### config.mk
export PLATFORM = sky130hd
export DESIGN_NAME = markup_tag_tokenizer_top
export DESIGN_NICKNAME = d
export VERILOG_FILES = /design/src/rtl/mtt_pkg.sv /design/src/rtl/markup_tag_tokenizer_top.sv /design/src/rtl/mtt_front.sv /design/src/rtl/mtt_queue.sv /design/src/rtl/mtt_back.sv
export SDC_FILE = /design/constraint.sdc
export NUM_CORES = 1
export LEC_CHECK = 0
export ABC_AREA = 1
export BUFFER_PORTS_ARGS = -buffer_cell sky130_fd_sc_hd__buf_2
export CAP_MARGIN = 30
export CORE_MARGIN = 2
export CORE_UTILIZATION = 40
export DETAILED_ROUTE_END_ITERATION = 6
export GPL_TIMING_DRIVEN = 0
export HOLD_SLACK_MARGIN = 0.15
export PLACE_DENSITY_LB_ADDON = 0.1
export SYNTH_ARGS = -nofsm -noshare
export SYNTH_HDL_FRONTEND = slang
export SYNTH_HIERARCHICAL = 1
export SYNTH_SLANG_ARGS = --single-unit
### constraint.sdc
create_clock -name clock -period 3.5 [get_ports clock]
set_clock_uncertainty 0.15 [all_clocks]
set_input_delay 0.525 -clock clock [delete_from_list [all_inputs] [get_ports clock]]
set_output_delay 0.525 -clock clock [all_outputs]
set_load 0.05 [all_outputs]
### src/rtl/mtt_pkg.sv
// Shared types and constants of the markup tag tokenizer.
package mtt_pkg;

   localparam logic [7:0] MAX_ATTRS = 8'd255;

   localparam logic [7:0] CH_LT     = 8'h3C;
   localparam logic [7:0] CH_GT     = 8'h3E;
   localparam logic [7:0] CH_BSLASH = 8'h5C;
   localparam logic [7:0] CH_SLASH  = 8'h2F;
   localparam logic [7:0] CH_EQ     = 8'h3D;
   localparam logic [7:0] CH_QUOTE  = 8'h22;
   localparam logic [7:0] CH_SPACE  = 8'h20;
   localparam logic [7:0] CH_TAB    = 8'h09;
   localparam logic [7:0] CH_LF     = 8'h0A;
   localparam logic [7:0] CH_VT     = 8'h0B;
   localparam logic [7:0] CH_FF     = 8'h0C;
   localparam logic [7:0] CH_CR     = 8'h0D;
   localparam logic [7:0] CH_UPPER_A = 8'h41;
   localparam logic [7:0] CH_UPPER_Z = 8'h5A;
   localparam logic [7:0] CASE_OFFSET = 8'h20;

   localparam logic [2:0] KIND_TEXT_CHAR  = 3'd0;
   localparam logic [2:0] KIND_TEXT_END   = 3'd1;
   localparam logic [2:0] KIND_NAME_CHAR  = 3'd2;
   localparam logic [2:0] KIND_ATTR_CHAR  = 3'd3;
   localparam logic [2:0] KIND_VALUE_CHAR = 3'd4;
   localparam logic [2:0] KIND_ATTR_END   = 3'd5;
   localparam logic [2:0] KIND_TAG_END    = 3'd6;

   localparam int QUEUE_DEPTH = 4;
   localparam int QPTR_W = $clog2(QUEUE_DEPTH);
   localparam int QCNT_W = $clog2(QUEUE_DEPTH + 1);

   // One classified byte as handed from the front to the back.
   typedef struct packed {
      logic [7:0] ch;
      logic [7:0] lower;
      logic       escaped;
      logic       prev_space;
      logic       is_ctrl;
      logic       is_lt;
      logic       is_gt;
      logic       is_space;
      logic       is_slash;
      logic       is_eq;
      logic       is_quote;
   } mtt_item_type;

   // One token event.
   typedef struct packed {
      logic [2:0] kind;
      logic [7:0] char_out;
      logic       closing;
      logic [7:0] attr_count;
      logic       attr_overflow;
   } mtt_event_type;

endpackage

### src/rtl/markup_tag_tokenizer_top.sv
// A request's event reaches rsp through two registers in order: its queue slot, then the event register.
// Throughput: one byte per cycle while rsp_tready does not stall; the back end updates its state once per byte.
// A four-entry queue between front and back absorbs rsp_tready stalls before req_tready drops.
// Reset (synchronous, active high) empties the queue and output register and returns the
// tokenizer to its start state: outside any tag and text, no previous byte.
module markup_tag_tokenizer_top (
   input  logic        clock,
   input  logic        reset,
   input  logic        req_tvalid,
   output logic        req_tready,
   input  logic [7:0]  req_tdata,   // [7:0] char_in
   output logic        rsp_tvalid,
   input  logic        rsp_tready,
   output logic [23:0] rsp_tdata,   // [7:0] char_out, [8] closing, [16:9] attr_count,
                                    // [17] attr_overflow, [23:18] zero
   output logic [2:0]  rsp_tuser    // [2:0] kind
);
   import mtt_pkg::*;

   mtt_item_type  front_item;
   mtt_item_type  head_item;
   mtt_event_type ev;
   logic          q_full;
   logic          q_not_empty;
   logic          q_pop;

   assign req_tready = !q_full;

   mtt_front u_front (
      .clock    (clock),
      .reset    (reset),
      .in_valid (req_tvalid),
      .in_ready (req_tready),
      .in_byte  (req_tdata),
      .item     (front_item)
   );

   mtt_queue u_queue (
      .clock     (clock),
      .reset     (reset),
      .push      (req_tvalid && req_tready),
      .push_item (front_item),
      .full      (q_full),
      .pop       (q_pop),
      .not_empty (q_not_empty),
      .head_item (head_item)
   );

   mtt_back u_back (
      .clock      (clock),
      .reset      (reset),
      .item_valid (q_not_empty),
      .item       (head_item),
      .item_pop   (q_pop),
      .ev_valid   (rsp_tvalid),
      .ev_ready   (rsp_tready),
      .ev         (ev)
   );

   assign rsp_tdata = {6'd0, ev.attr_overflow, ev.attr_count, ev.closing, ev.char_out};
   assign rsp_tuser = ev.kind;

endmodule

### src/rtl/mtt_front.sv
// Front end: accepts bytes, tracks the previous byte and classifies each byte.
module mtt_front (
   input  logic                 clock,
   input  logic                 reset,
   input  logic                 in_valid,
   input  logic                 in_ready,
   input  logic [7:0]           in_byte,
   output mtt_pkg::mtt_item_type item
);
   import mtt_pkg::*;

   logic [7:0] prev_byte_ff;
   logic [7:0] prev_byte_in;

   assign prev_byte_in = (in_valid && in_ready) ? in_byte : prev_byte_ff;

   always_ff @(posedge clock) begin
      if (reset) begin
         prev_byte_ff <= '0;
      end else begin
         prev_byte_ff <= prev_byte_in;
      end
   end

   always_comb begin
      item.ch         = in_byte;
      item.lower      = (in_byte >= CH_UPPER_A && in_byte <= CH_UPPER_Z)
                        ? in_byte + CASE_OFFSET : in_byte;
      item.escaped    = (prev_byte_ff == CH_BSLASH);
      item.prev_space = (prev_byte_ff == CH_SPACE);
      item.is_ctrl    = (in_byte == CH_LF) || (in_byte == CH_VT) || (in_byte == CH_TAB)
                        || (in_byte == CH_CR) || (in_byte == CH_FF);
      item.is_lt      = (in_byte == CH_LT);
      item.is_gt      = (in_byte == CH_GT);
      item.is_space   = (in_byte == CH_SPACE);
      item.is_slash   = (in_byte == CH_SLASH);
      item.is_eq      = (in_byte == CH_EQ);
      item.is_quote   = (in_byte == CH_QUOTE);
   end

endmodule

### src/rtl/mtt_queue.sv
// Small FIFO of classified bytes between the front and the back.
module mtt_queue (
   input  logic                  clock,
   input  logic                  reset,
   input  logic                  push,
   input  mtt_pkg::mtt_item_type push_item,
   output logic                  full,
   input  logic                  pop,
   output logic                  not_empty,
   output mtt_pkg::mtt_item_type head_item
);
   import mtt_pkg::*;

   mtt_item_type         slots_ff [QUEUE_DEPTH];
   logic [QPTR_W-1:0]    wr_ptr_ff, wr_ptr_in;
   logic [QPTR_W-1:0]    rd_ptr_ff, rd_ptr_in;
   logic [QCNT_W-1:0]    count_ff, count_in;

   assign full      = (count_ff == QCNT_W'(QUEUE_DEPTH));
   assign not_empty = (count_ff != '0);
   assign head_item = slots_ff[rd_ptr_ff];

   always_comb begin
      wr_ptr_in = push ? wr_ptr_ff + 1'b1 : wr_ptr_ff;
      rd_ptr_in = pop ? rd_ptr_ff + 1'b1 : rd_ptr_ff;
      count_in  = count_ff;
      if (push && !pop) begin
         count_in = count_ff + 1'b1;
      end else if (pop && !push) begin
         count_in = count_ff - 1'b1;
      end
   end

   always_ff @(posedge clock) begin
      if (reset) begin
         wr_ptr_ff <= '0;
         rd_ptr_ff <= '0;
         count_ff  <= '0;
      end else begin
         wr_ptr_ff <= wr_ptr_in;
         rd_ptr_ff <= rd_ptr_in;
         count_ff  <= count_in;
      end
   end

   always_ff @(posedge clock) begin
      if (push) begin
         slots_ff[wr_ptr_ff] <= push_item;
      end
   end

endmodule

### src/rtl/mtt_back.sv
// Back end: tokenizer state machine and the registered event output.
module mtt_back (
   input  logic                  clock,
   input  logic                  reset,
   input  logic                  item_valid,
   input  mtt_pkg::mtt_item_type item,
   output logic                  item_pop,
   output logic                  ev_valid,
   input  logic                  ev_ready,
   output mtt_pkg::mtt_event_type ev
);
   import mtt_pkg::*;

   logic in_tag_ff, in_tag_in;
   logic in_quotes_ff, in_quotes_in;
   logic in_text_ff, in_text_in;
   logic name_done_ff, name_done_in;
   logic closing_seen_ff, closing_seen_in;
   logic value_phase_ff, value_phase_in;
   logic tag_name_empty_ff, tag_name_empty_in;
   logic attr_name_nonempty_ff, attr_name_nonempty_in;
   logic text_nonempty_ff, text_nonempty_in;
   logic overflow_seen_ff, overflow_seen_in;
   logic [7:0] attr_counter_ff, attr_counter_in;
   logic ev_valid_ff, ev_valid_in;
   mtt_event_type ev_ff, ev_in;

   logic       emit;
   logic [7:0] cnt_bumped;
   logic       ovf_bumped;

   // The event register is free when empty or being drained this cycle.
   assign item_pop = item_valid && (!ev_valid_ff || ev_ready);
   assign ev_valid = ev_valid_ff;
   assign ev       = ev_ff;

   always_comb begin
      cnt_bumped = attr_counter_ff;
      ovf_bumped = overflow_seen_ff;
      if (attr_counter_ff < MAX_ATTRS) begin
         cnt_bumped = attr_counter_ff + 8'd1;
      end else begin
         ovf_bumped = 1'b1;
      end
   end

   always_comb begin
      in_tag_in             = in_tag_ff;
      in_quotes_in          = in_quotes_ff;
      in_text_in            = in_text_ff;
      name_done_in          = name_done_ff;
      closing_seen_in       = closing_seen_ff;
      value_phase_in        = value_phase_ff;
      tag_name_empty_in     = tag_name_empty_ff;
      attr_name_nonempty_in = attr_name_nonempty_ff;
      text_nonempty_in      = text_nonempty_ff;
      overflow_seen_in      = overflow_seen_ff;
      attr_counter_in       = attr_counter_ff;
      emit                  = 1'b0;
      ev_in                 = '0;

      if (item_pop) begin
         priority if (!in_tag_ff && !in_quotes_ff && item.is_lt && !item.escaped) begin
            in_tag_in = 1'b1;
            if (in_text_ff) begin
               if (text_nonempty_ff) begin
                  emit       = 1'b1;
                  ev_in.kind = KIND_TEXT_END;
               end
               in_text_in       = 1'b0;
               text_nonempty_in = 1'b0;
            end
         end else if (in_text_ff) begin
            if (!item.is_ctrl && (!item.is_space || !item.prev_space)) begin
               text_nonempty_in = 1'b1;
               emit             = 1'b1;
               ev_in.kind       = KIND_TEXT_CHAR;
               ev_in.char_out   = item.ch;
            end
         end else if (!in_quotes_ff && item.is_gt && !item.escaped) begin
            emit                = 1'b1;
            ev_in.kind          = KIND_TAG_END;
            ev_in.closing       = closing_seen_ff;
            ev_in.attr_count    = attr_name_nonempty_ff ? cnt_bumped : attr_counter_ff;
            ev_in.attr_overflow = attr_name_nonempty_ff ? ovf_bumped : overflow_seen_ff;
            in_text_in            = 1'b1;
            in_tag_in             = 1'b0;
            name_done_in          = 1'b0;
            closing_seen_in       = 1'b0;
            attr_counter_in       = '0;
            overflow_seen_in      = 1'b0;
            attr_name_nonempty_in = 1'b0;
            tag_name_empty_in     = 1'b1;
         end else if (in_tag_ff) begin
            priority if (!name_done_ff) begin
               priority if (item.is_space) begin
                  name_done_in = 1'b1;
               end else if (item.is_slash && tag_name_empty_ff) begin
                  closing_seen_in = 1'b1;
               end else begin
                  tag_name_empty_in = 1'b0;
                  emit              = 1'b1;
                  ev_in.kind        = KIND_NAME_CHAR;
                  ev_in.char_out    = item.lower;
               end
            end else if (item.is_space && !in_quotes_ff) begin
               attr_counter_in       = cnt_bumped;
               overflow_seen_in      = ovf_bumped;
               attr_name_nonempty_in = 1'b0;
               value_phase_in        = 1'b0;
               emit                  = 1'b1;
               ev_in.kind            = KIND_ATTR_END;
            end else if (item.is_eq && !in_quotes_ff && !item.escaped) begin
               value_phase_in = 1'b1;
            end else if (value_phase_ff) begin
               if (item.is_quote && !item.escaped) begin
                  in_quotes_in = !in_quotes_ff;
               end else begin
                  emit           = 1'b1;
                  ev_in.kind     = KIND_VALUE_CHAR;
                  ev_in.char_out = item.ch;
               end
            end else begin
               attr_name_nonempty_in = 1'b1;
               emit                  = 1'b1;
               ev_in.kind            = KIND_ATTR_CHAR;
               ev_in.char_out        = item.lower;
            end
         end else begin
            // Bytes before the first tag are dropped.
         end
      end

      if (item_pop) begin
         ev_valid_in = emit;
      end else if (ev_ready) begin
         ev_valid_in = 1'b0;
      end else begin
         ev_valid_in = ev_valid_ff;
      end
   end

   always_ff @(posedge clock) begin
      if (reset) begin
         in_tag_ff             <= 1'b0;
         in_quotes_ff          <= 1'b0;
         in_text_ff            <= 1'b0;
         name_done_ff          <= 1'b0;
         closing_seen_ff       <= 1'b0;
         value_phase_ff        <= 1'b0;
         tag_name_empty_ff     <= 1'b1;
         attr_name_nonempty_ff <= 1'b0;
         text_nonempty_ff      <= 1'b0;
         overflow_seen_ff      <= 1'b0;
         attr_counter_ff       <= '0;
         ev_valid_ff           <= 1'b0;
      end else begin
         in_tag_ff             <= in_tag_in;
         in_quotes_ff          <= in_quotes_in;
         in_text_ff            <= in_text_in;
         name_done_ff          <= name_done_in;
         closing_seen_ff       <= closing_seen_in;
         value_phase_ff        <= value_phase_in;
         tag_name_empty_ff     <= tag_name_empty_in;
         attr_name_nonempty_ff <= attr_name_nonempty_in;
         text_nonempty_ff      <= text_nonempty_in;
         overflow_seen_ff      <= overflow_seen_in;
         attr_counter_ff       <= attr_counter_in;
         ev_valid_ff           <= ev_valid_in;
      end
   end

   always_ff @(posedge clock) begin
      if (item_pop) begin
         ev_ff <= ev_in;
      end
   end

endmodule

## After elaboration in Yosys (flattened, before gate mapping)

Memory sizes are Yosys's and may differ from the RTL's. A register that Yosys moved wholly into a read port is not among the register bits.
Index checks and enable logic that the tools add are counted.
Widths: inputs -> output; s select.

| cells by class | value |
|---|---|
| $add $sub $neg | 6 |
| order comparisons | 3 |
| equal/unequal tests | 20 |
| mux-type cells | 83 |
| bitwise gates (word level) | 5 |
| reduce and logical (&&, ||, !) cells | 52 |

Operators by type and width:

| cell | count |
|---|---|
| $mux 8 | 10 |
| $mux 11 | 7 |
| $mux 1 | 57 |
| $eq 8x6->1 const B | 7 |
| $eq 8x4->1 const B | 5 |
| $reduce_and 7->1 | 4 |
| $mux 3 | 6 |
| $reduce_bool 2->1 | 9 |
| $logic_and 1x1->1 | 16 |
| $logic_not 1->1 | 10 |
| $mux 10 | 1 |
| $reduce_and 10->1 | 1 |
| $add 8x1->8 const B | 1 |
| $add 8x6->8 const B | 1 |
| $eq 8x7->1 const B | 1 |
| $ge 8x7->1 const B | 1 |
| $le 8x7->1 const B | 1 |
| $lt 8x8->1 const B | 1 |
| $logic_or 1x1->1 | 6 |
| $ne 2x2->1 const B | 3 |
| $reduce_and 3->1 | 2 |
| $reduce_and 6->1 | 1 |
| $not 1->1 | 5 |
| $add 2x1->2 const B | 2 |
| 10 further kinds | 11 |

| word-level totals | value |
|---|---|
| flip-flop bits (word level) | 55 |
| RAM bits | 100 |
| word-level logic and storage cells | 191 |
| memories kept | 1 |

Memories:

| name | words | width | read ports | clocked after memory_dff | write ports | line | source |
|---|---|---|---|---|---|---|---|
| u_queue.slots_ff | 4 | 25 | 1 | 1 | 1 | mtt_queue.sv:14 | `mtt_item_type slots_ff [QUEUE_DEPTH];` |

## Longest topological paths before layout

Gate-level depths: netlist of the first run.

| logic depth | value |
|---|---|
| depth in word-level cells | 12 |
| gate-level depth with buffers | 15 |
| mapped depth without buffers | 14 |

## Cells and area by module

The synthesis of the first run kept the hierarchy.

By module, submodules not included:

| module | times used | cells an instance | area an instance (um^2) | sequential area each (um^2) |
|---|---|---|---|---|
| mtt_queue | 1 | 301 | 4261.6 | 3183.1 |
| mtt_back | 1 | 307 | 2296.0 | 1011.0 |
| mtt_front | 1 | 94 | 603.1 | 160.2 |
| markup_tag_tokenizer_top | 1 | 10 | 62.6 | 0.0 |

## Least setup slack after synthesis of the first run

Ideal clock, no wire load.

| timing path | value |
|---|---|
| path type | register to register |
| from | register u_back.ev_valid_ff, in the netlist u_back/ev_valid |
| to | register u_queue.count_ff[2] |
| library setup time | 0.110 ns |
| arrival | 2.354 ns |
| data required time | 3.240 ns |
| setup slack | 0.886 ns |
| cell stages (with the launch flop) | 14 |
| buffers on the path | 0 |
| period minus slack after synthesis | 2.614 ns |
| cells stage by stage | dfxtp_1 > nand2_1 > nand2_1 > inv_1 > inv_1 > ha_1 > inv_1 > fa_1 > inv_1 > nand2_1 > nand3_1 > nand2_1 > inv_1 > nor2_1 |

| between the ends | value |
|---|---|
| longest elaborated chain between the ends | 6 |
| elaborated cells on any way between the ends | 8 |
| those cells by class | 1 x mux; 7 x reduce/logical |

RTL lines:

| what | line | source |
|---|---|---|
| from (decl) | mtt_back.sv:25 | `logic ev_valid_ff, ev_valid_in;` |
| from (signal assigned) | mtt_back.sv:169 | `ev_valid_ff <= ev_valid_in;` |
| $logic_not 1->1 * | mtt_back.sv:33 | `assign item_pop = item_valid && (!ev_valid_ff \|\| ev_ready);` |
| $logic_or 1x1->1 * | mtt_back.sv:33 |  |
| $logic_and 1x1->1 * | mtt_back.sv:33 |  |
| named net q_pop | markup_tag_tokenizer_top.sv:25 | `logic q_pop;` |
| $logic_not 1->1 | mtt_queue.sv:27 | `if (push && !pop) begin` |
| $logic_and 1x1->1 | mtt_queue.sv:27 |  |
| $mux 3 / $reduce_bool 2->1 (equally long branches) | - |  |
| to (signal assigned) | mtt_queue.sv:42 | `count_ff <= count_in;` |
| to (decl) | mtt_queue.sv:17 | `logic [QCNT_W-1:0] count_ff, count_in;` |

Mark *: on every way through the listed nets, which the timed path passes. The rest lies on a longest branch.
A chain may end at the register's enable or synchronous reset.

==> results.yml, run 1 <==
outcome:
  outcome: "completed"
synthesis:
  async_flop_share_pct: 0
  netlist.area_leader.share_pct: 50.3
  netlist_top_cells_count: "128 x nand2_1, 121 x edfxtp_1, 92 x nor2_1"
  yosysSeqAreaShare_pct: 60.3
  syn_area_per_cell_um2: 10.1
  synth_seq_cells: 157
  synth_edf_count: 121
  synth.largest_area_cell: "edfxtp_1"
  syn_inst: 712
  synth.most_common_cell: "nand2_1"
  synthFlopType: "edfxtp_1"
  yosys-top-cells-area: "edfxtp_1 50%, dfxtp_1 10%, nand2_1 6.7%"
  yosys_warnings: 6
  yosys.cell_types.count: 39
  synth_area_um2: 7220
cells_and_area:
  diodes: 0
  fin_nets: 795
  fin_area_um2: 8390
  drive_gt1_share_pct: 19.4
  fillers: 1653
  syn2layout_area_growth_pct: 16.2
clocking:
  cts_resized: 0
  clockRootBuffer: "clkbuf_16"
  cts_tree: "yes"
  postCtsHoldBufs: 0
  clk_latency_ps: 430
  cts_buffer_depth: 2
  cts_setup_buffers: 0
  numCtsBuffers: 17
  cts.reportedPaths.clkPinSlew_ps: 60
  cts.sinks: 157
  h-tree-depth: 4
worst_setup_path:
  crit_path_frequent_cell: "nand2_1"
  crit_buf_inv: 2
  cp_slowest_cell: "o22ai_1"
  endpoint_kind: "flip-flop"
  rr_worst_depth: 12
  crit_type: "reg2reg"
  crit_arrival_ps: 2870
  required_ps: 3620
  startpoint_type: "flip-flop"
  path_max_fanout: 10
  crit_family: "compound AO/OA/AOI/OAI gates"
  max_stage_delay_ps: 480
  crit_chain: "inv_2 > buf_6 > o21ai_2 > o22ai_1 > nor2_2 > nand2_2 > nand2_1 > nor2_4 > o211ai_1 > nand2_1 > nand2_1 > a21oi_1"
  cp.depth: 12
place:
  place.gp.congestion: 0.777
  hpwlAfterDp_um: 11800
  port_buffers: 34
  placed_area_um2: 7840
floorplanning:
  die_w_um: 138
  fp-row-count: 49
  initial_core_util_pct: 40.5
  core_um2: 17800
  die_h_um: 138
  die-area_um2: 19100
  ioPinCount: 41
pwr:
  total_leakage_power_uw: 0.00337
  powerDensity_nw_per_um2: 876
  vdd_ir_drop_max_uv: 384
timing:
  fin_setup_tns_ps: 0
  drv_slew: 0
  tightest_slew_ps: 625
  setup-violations-final: 0
  period_needed_ps: 2750
  maxSlewHeadroom_pct: 58.3
  rsz0062_at_grt: "no"
  min_period_over_period_pct: 78.6
  finalHoldViolCount: 0
  max_freq_ghz: 0.364
drt:
  drt.antenna.violating_nets: 0
  drtIter0Drc: 358
  routed_via_density: 5.05
  vias: 5131
  drc: 0
  wirelength_um: 16700
  wl_per_cell_um: 16.4
  drt_pass1_iterations: 5
worst_hold_path:
  hold_depth: 4
  worstHoldStart: "rsp_tready"
  hold_class: "in2reg"
global_routing:
  grt_pass1_wl_um: 26900
  grt_overflow_total: 0
  antenna_found_initial: 0
  grt_pass1_vias: 5130
  grt_max_degree: 20
  track_usage_pct: 18.3
flow_run:
  cap_violations: 0
-- report_power, final --
group | switching (µW) | leakage [µW] | internal [µW] | total, µW
clock network | 713 | 0.000262 | 1010 | 1730
logic | 2230 | 0.00162 | 885 | 3110
registers | 127 | 0.00148 | 2380 | 2510
total | 3070 | 0.00337 | 4280 | 7350
-- final cells by class --
cell class | instances | area (µm²) | share of cell area, %
timing repair buffer | 39 | 308 | 3.67
clock buffer | 21 | 462 | 5.50
sequential | 157 | 4350 | 51.9
clock inverter | 10 | 92.6 | 1.10
buffer | 40 | 300 | 3.58
inverter | 72 | 273 | 3.25
tap | 229 | 287 | 3.41
multi-input combinational | 448 | 2310 | 27.6
-- placed cells by master (no fill, tap or decap), types with 3 or more instances in the layout --
| cell | synthesis | layout |
|---|---|---|
| nand2_1 | 128 | 128 |
| edfxtp_1 | 121 | 121 |
| nor2_1 | 92 | 92 |
| inv_1 | 63 | 63 |
| buf_2 | 6 | 40 |
| dfxtp_1 | 36 | 36 |
| a21oi_1 | 30 | 30 |
| o21ai_0 | 27 | 27 |
| nand3_1 | 27 | 27 |
| o21ai_1 | 26 | 26 |
| buf_4 | 24 | 24 |
| o22ai_1 | 24 | 24 |
| o21ai_2 | 20 | 20 |
| clkbuf_16 | 0 | 18 |
| nor3_1 | 10 | 10 |
| a211oi_1 | 9 | 9 |
| o211ai_1 | 8 | 8 |
| inv_2 | 7 | 7 |
| buf_6 | 7 | 7 |
| ha_1 | 7 | 7 |
| conb_1 | 1 | 6 |
| clkbuf_1 | 3 | 6 |
| nand2_2 | 6 | 6 |
| nor2_2 | 5 | 5 |
| nand4_1 | 5 | 5 |
| buf_16 | 0 | 5 |
| clkinvlp_4 | 0 | 3 |
| clkinv_4 | 0 | 3 |
| nor3_4 | 3 | 3 |
-- sequential cells by signal, summed over array words and instances (netlist names), named ones only --
name / flops
u_back/ev_valid: 1
u_queue/rd_ptr_ff: 2
u_back/value_phase_ff: 1
u_back/attr_counter_ff: 8
u_queue/wr_ptr_ff: 2
u_queue/slots_ff: 100
u_back/closing_seen_ff: 1
u_back/in_quotes_ff: 1
u_queue/count_ff: 3
u_back/text_nonempty_ff: 1
u_back/overflow_seen_ff: 1
u_front/prev_byte_ff: 8
u_back/in_tag_ff: 1
u_back/ev: 21
u_back/name_done_ff: 1
u_back/attr_name_nonempty_ff: 1
u_back/tag_name_empty_ff: 1
u_back/in_text_ff: 1
-- logic make-up (layout without fill, tap and decap cells) --
kind of cell | count (synthesis) | count (layout) | share of synthesized area, %
compound gates | 149 | 149 | 12.7
simple gates | 283 | 283 | 17.3
flops | 157 | 157 | 60.3
fa+ha+maj | 8 | 8 | 1.49
other cells | 1 | 6 | 0.0519
buf+inv | 112 | 182 | 7.93
xor+xnor | 2 | 2 | 0.243
-- worst reg2reg max path: stages, from the launching register on --
cell and delay, ps:
dfxtp_1 440, inv_2 220, buf_6 210, o21ai_2 70, o22ai_1 480, nor2_2 130, nand2_2 160, nand2_1 130
nor2_4 210, o211ai_1 120, nand2_1 80, nand2_1 50, a21oi_1 140
-- per-layer routing --
layer / track usage, % / share of wire, % / vias to the layer above
met5: 0 / 0 / -
met4: 6.61 / 1.8 / 0
met3: 4.16 / 5.3 / 26
met2: 30.5 / 48 / 133
met1: 23.4 / 45 / 2420
li1: - / - / 2552
-- worst paths after layout --
check,end,slack (ps)
max,u_back/ev[12],750
min,u_back/ev_valid,250
max reg2reg,u_back/ev[12],750
min reg2reg,u_back/overflow_seen_ff,310
-- stage by stage --
stage	power [µW]	std cells	util (%)	worst slack, ps	hold WS [ps]
after CTS	7400	1016	47.0	774	233
after global placement	5530	980	43.2	403	275
after detailed placement	5670	985	43.9	791	299
after floorplan	4780	717	-	886	262
final	7350	1016	47.0	750	246
after global routing	7820	1016	47.0	519	275
No activity file was read; power rests on OpenSTA's default activity.
==> run 2, diff against run 1 <==
==> constraint.sdc (replaced) <==
create_clock -name clock -period 2.6 [get_ports clock]
set_clock_uncertainty 0.15 [all_clocks]
set_input_delay 0.39 -clock clock [delete_from_list [all_inputs] [get_ports clock]]
set_output_delay 0.39 -clock clock [all_outputs]
set_load 0.05 [all_outputs]
==> run 2 against run 1 <==
- non-clock buffer count up 3
- utilization increased by 0.58 points
- global-route usage grew 0.10 points
- register-to-register slack worse by 530 ps
- die area is the same
- setup slack worse by 580 ps
- critical endpoint is now u_queue/count_ff[2]
- highest routed layer unchanged
==> results.yml, run 2 (synthesis results as in run 1) <==
drt:
  routed_via_density: 5.02
  drc: 0
  wl_per_cell_um: 16.6
  drtIter0Drc: 317
  drt_pass1_iterations: 5
  wirelength_um: 17000
  drt.antenna.violating_nets: 0
  vias: 5124
worst_setup_path:
  required_ps: 2760
  crit_arrival_ps: 2600
  startpoint_type: "input pin"
  endpoint_kind: "flip-flop"
  rr_worst_depth: 12
  crit_type: "in2reg"
  rr_endpoint: "u_back/ev[12]"
  path_max_fanout: 5
  r2r_slack_ps: 220
pwr:
  powerDensity_nw_per_um2: 1190
  total_leakage_power_uw: 0.00340
  vdd_ir_drop_max_uv: 547
  power.total_uw: 10100
clocking:
  h-tree-depth: 4
  cts_buffer_depth: 2
  numCtsBuffers: 17
  cts.reportedPaths.clkPinSlew_ps: 60
  cts_tree: "yes"
  clk_latency_ps: 420
  cts.sinks: 157
  clockRootBuffer: "clkbuf_16"
timing:
  drv_slew: 0
  finalHoldViolCount: 0
  maxSlewHeadroom_pct: 49.7
  setup-violations-final: 0
  period_needed_ps: 2430
  tightest_slew_ps: 754
  finalWorstSetupSlack_ps: 168
  rsz0062_at_grt: "no"
  min_period_over_period_pct: 93.5
  fin_setup_tns_ps: 0
  max_freq_ghz: 0.411
cells_and_area:
  drive_gt1_share_pct: 20.7
  fin_util_pct: 47.6
  largest_reg_flops: 100
  fin_nets: 799
  final_cell_mix: "127 x nand2_1, 121 x edfxtp_1, 92 x nor2_1, 62 x inv_1, 40 x buf_2"
  syn2layout_area_growth_pct: 17.6
  fin_area_um2: 8490
  regMostFlops: "u_queue/slots_ff"
  fillers: 1638
  diodes: 0
  final_common_cell: "nand2_1"
floorplanning:
  initial_core_util_pct: 40.5
  die_h_um: 138
  fp-row-count: 49
  die_w_um: 138
  die-area_um2: 19100
  ioPinCount: 41
  core_um2: 17800
outcome:
  outcome: "completed"
flow_run:
  cap_violations: 0
global_routing:
  grt_overflow_total: 0
  grt_pass1_wl_um: 27100
  grt_max_degree: 17
  antenna_found_initial: 0
  track_usage_pct: 18.4
  grt_pass1_vias: 5166
place:
  pre_cts_ws_ps: -382
  hpwlAfterDp_um: 11800
  place.gp.congestion: 0.808
  port_buffers: 34
  placed_area_um2: 7810
worst_hold_path:
  hold_path_end: "u_front/prev_byte_ff[7]"
  hold_depth: 3
  worstHoldStart: "req_tdata[7]"
  hold_class: "in2reg"
[run 2: cell types whose count changed in the layout (fill, tap and decap cells not counted), sizes merged]
cell and change:
clkinvlp +2, dlygate4sd3 +2, buf +1, bufinv +1
clkbuf -1, clkinv -1, inv +1
[run 2: metal layers]
layer  GRT usage [%]  wire length, µm  up-vias
li1                -                -     2560
met1            24.3             7910     2429
met2            30.2             8110      117
met3            3.95              750       18
met4            6.12              203        0
met5               0                0        -
[run 2: how the worst max path moves through the flow]
| stage | startpoint | endpoint | slack, ps | cells past startpoint |
|---|---|---|---|---|
| CTS | flip-flop | u_back/ev[8] | 10 | 12 |
| global route | flip-flop | u_back/ev[11] | 9 | 13 |
| finish | rsp_tready | u_queue/count_ff[2] | 170 | 16 |
| floorplan | u_back/ev_valid | u_queue/count_ff[2] | 50 | 13 |
| detailed placement | u_queue/count_ff[0] | u_queue/count_ff[2] | -380 | 14 |
| global placement | rsp_tready | u_queue/count_ff[2] | -340 | 15 |
[run 2: power breakdown]
part | internal, µW | switching, µW | leakage (µW)
clock | 1500 | 994 | 0.000286
combinational | 1180 | 3050 | 0.00163
sequential | 3210 | 171 | 0.00148
total | 5890 | 4210 | 0.00340
[run 2: metrics by stage]
stage / hold WS (ps) / instances
finish: 173 / 1021
floorplan: 262 / 717
global placement: 274 / 980
CTS: 152 / 1020
detailed placement: 305 / 984
global route: 177 / 1021
[run 2: area by class of cell]
class,count,area (µm²),area share [%]
clock buffer,20,468,5.51
sequential,157,4360,51.3
timing repair inverter,1,5.00,0.0589
tap,229,287,3.37
timing repair buffer,42,328,3.86
inverter,72,277,3.26
clock inverter,12,135,1.59
buffer,40,300,3.54
multi-input combinational,448,2340,27.5
[run 2: worst max-delay path, stage by stage]
cell and delay, ps:
dlygate4sd3_1 530, buf_2 120, inv_1 40, nand2_1 60, nand2_2 220, clkinvlp_4 200, inv_1 80, ha_1 160
inv_1 70, fa_1 380, inv_1 60, nand2_1 50, nand3_1 80, nand2_1 50, inv_1 50, nor2_1 40
[run 2: what timing repair did]
item	in CTS	in global routing
setup buffers	1	1
pin swaps	0	1
hold buffers	2	0
setup endpoints to repair	25	27
gates resized for setup	1	4
hold endpoints to repair	2	0
gates cloned	1	0
==> run 3, diff against run 2 <==
--- a/config.mk
+++ b/config.mk
@@ -5,7 +5,6 @@
 export SDC_FILE = /design/constraint.sdc
 export NUM_CORES = 1
 export LEC_CHECK = 0
-export ABC_AREA = 1
 export BUFFER_PORTS_ARGS = -buffer_cell sky130_fd_sc_hd__buf_2
 export CAP_MARGIN = 30
 export CORE_MARGIN = 2
==> run 3 against run 2 <==
- area after synthesis shrank 6.0%
- non-clock buffer count increased by 15
- cell area shrank 2.8%
- critical path depth is 10 lower
- count of clock-buffer cells in the layout is 1 higher
- setup slack worse by 110 ps
- hold slack improved by 5.9 ps
- clock power fell by 2%
- utilization increased by 2.2 points
- critical path type is now reg2reg
- largest cell class unchanged
==> results.yml, run 3 <==
outcome:
  outcome: "completed"
synthesis:
  yosysSeqAreaShare_pct: 64.1
  synth.most_common_cell: "edfxtp_1"
  yosys.cell_types.count: 71
  netlist.area_leader.share_pct: 53.5
  synth_edf_count: 121
  syn_inst: 478
  synth_area_um2: 6790
  yosys_warnings: 6
  synthFlopType: "edfxtp_1"
  synth_seq_cells: 157
  synth.largest_area_cell: "edfxtp_1"
  syn_area_per_cell_um2: 14.2
  netlist_top_cells_count: "121 x edfxtp_1, 36 x dfxtp_1, 31 x nor2_1"
  async_flop_share_pct: 0
  yosys-top-cells-area: "edfxtp_1 53%, dfxtp_1 11%, mux4_2 6.6%"
clocking:
  cts.sinks: 157
  numCtsBuffers: 17
  cts_buffer_depth: 2
  clockRootBuffer: "clkbuf_16"
  cts_tree: "yes"
  clk_latency_ps: 420
  cts.reportedPaths.clkPinSlew_ps: 60
  h-tree-depth: 4
drt:
  drc: 0
  wirelength_um: 14600
  drt.antenna.violating_nets: 0
  vias: 4236
  drt_pass1_iterations: 5
  wl_per_cell_um: 18.4
  routed_via_density: 5.34
  drtIter0Drc: 272
timing:
  drv_slew: 0
  setup-violations-final: 0
  min_period_over_period_pct: 97.8
  tightest_slew_ps: 925
  finalHoldViolCount: 0
  period_needed_ps: 2540
  whs_ps: 179
  max_freq_ghz: 0.393
  maxSlewHeadroom_pct: 36.7
cells_and_area:
  largest_reg_flops: 100
  fin_nets: 580
  syn2layout_area_growth_pct: 21.5
  fin_util_pct: 49.8
  diodes: 0
  final_common_cell: "edfxtp_1"
  regMostFlops: "u_queue/slots_ff"
  drive_gt1_share_pct: 30.0
  final_cell_mix: "121 x edfxtp_1, 39 x buf_4, 36 x buf_2, 33 x dfxtp_1, 31 x nor2_1"
pwr:
  p_comb_share_pct: 35.5
  switching_share_pct: 34.6
  p_int_uw: 5850
  p_clk_share_pct: 27.3
  power.switching_uw: 3100
  total_leakage_power_uw: 0.00294
  seq_power_share_pct: 37.2
  powerDensity_nw_per_um2: 1080
  vdd_ir_drop_max_uv: 508
flow_run:
  cap_violations: 0
worst_setup_path:
  endpoint_kind: "flip-flop"
  startpoint_type: "flip-flop"
  required_ps: 2620
  crit_arrival_ps: 2560
  crit_type: "reg2reg"
  path_max_fanout: 8
floorplanning:
  ioPinCount: 41
  die_h_um: 134
  die-area_um2: 18000
  die_w_um: 134
  initial_core_util_pct: 41.0
  core_um2: 16600
  fp-row-count: 47
global_routing:
  track_usage_pct: 16.7
  grt_overflow_total: 0
  grt_max_degree: 26
  antenna_found_initial: 0
  grt_pass1_wl_um: 22400
  grt_pass1_vias: 4160
place:
  hpwlAfterDp_um: 9070
  place.gp.congestion: 0.872
  port_buffers: 33
worst_hold_path:
  hold_class: "in2reg"
run 3: power groups by stage:
stage / logic [µW] / registers (µW) / clock network (µW)
after floorplan: 1490 / 3940 / 0
after global placement: 2710 / 3370 / 0
after detailed placement: 2730 / 3380 / 0
after CTS: 3010 / 3330 / 2490
after global routing: 3400 / 3370 / 2600
final: 3170 / 3330 / 2440
run 3: timing repair:
action,CTS,global route
gates cloned,1,1
pin swaps,3,4
resized for setup,17,17
hold buffers,3,0
setup buffers,13,9
endpoints found under the setup margin,38,25
endpoints found under the hold margin,10,0
run 3: worst paths after layout:
path / startpoint / endpoint / slack (ps) / depth (start not counted)
max: flip-flop / u_back/ev[16] / 60 / 6
min reg2reg: u_front/prev_byte_ff[0] / u_front/prev_byte_ff[0] / 310 / 2
min: req_tdata[7] / u_front/prev_byte_ff[7] / 180 / 3
max reg2reg: flip-flop / u_back/ev[16] / 60 / 6
run 3: cells by family (layout without fill, tap and decap cells):
group           Yosys count  after routing  share of synthesized area (%)
compound gates           83             83                           8.45
fa+ha+maj                 8              8                           1.58
other cells               1              6                         0.0552
xor+xnor                  9              9                           1.16
simple gates            135            136                           10.6
mux                      28             28                           9.01
buf+inv                  57            146                           5.03
flops                   157            157                           64.1
run 3: cell type report:
cell class | count | area [µm²]
well taps | 220 | 275
plain buffers | 37 | 279
repair inverters | 1 | 7.51
flip-flops and latches | 157 | 4360
clock inverters | 11 | 115
repair buffers | 60 | 444
multi-input cells | 270 | 2240
inverters | 16 | 63.8
fillers | 1477 | 8330
clock buffers | 21 | 470
run 3: metrics by stage:
stage / setup TNS [ps] / std cells / power, µW / cell area [µm²] / setup WS, ps
2_1_floorplan: -170 / 483 / 5420 / 6840 / -170
6_report: 0 / 793 / 8940 / 8250 / 58.4
5_1_grt: -5.83 / 793 / 9370 / 8250 / -3.57
3_5_place_dp: -12400 / 738 / 6110 / 7340 / -677
3_3_place_gp: -30830 / 736 / 6090 / 7280 / -650
4_1_cts: -12.3 / 785 / 8830 / 8130 / -12.3
run 3: worst max-delay path: stages (launching register included):
cell and delay [ps]:
dfxtp_2 350, buf_12 120, mux4_2 570, or3b_4 460
buf_4 160, and4_4 240, a22o_1 240
run 3: metal layers:
layer / track usage [%] / wire (µm)
met1: 23.5 / 7010
met2: 25.8 / 6840
met3: 3.40 / 547
met4: 6.14 / 176
met5: 0 / 0
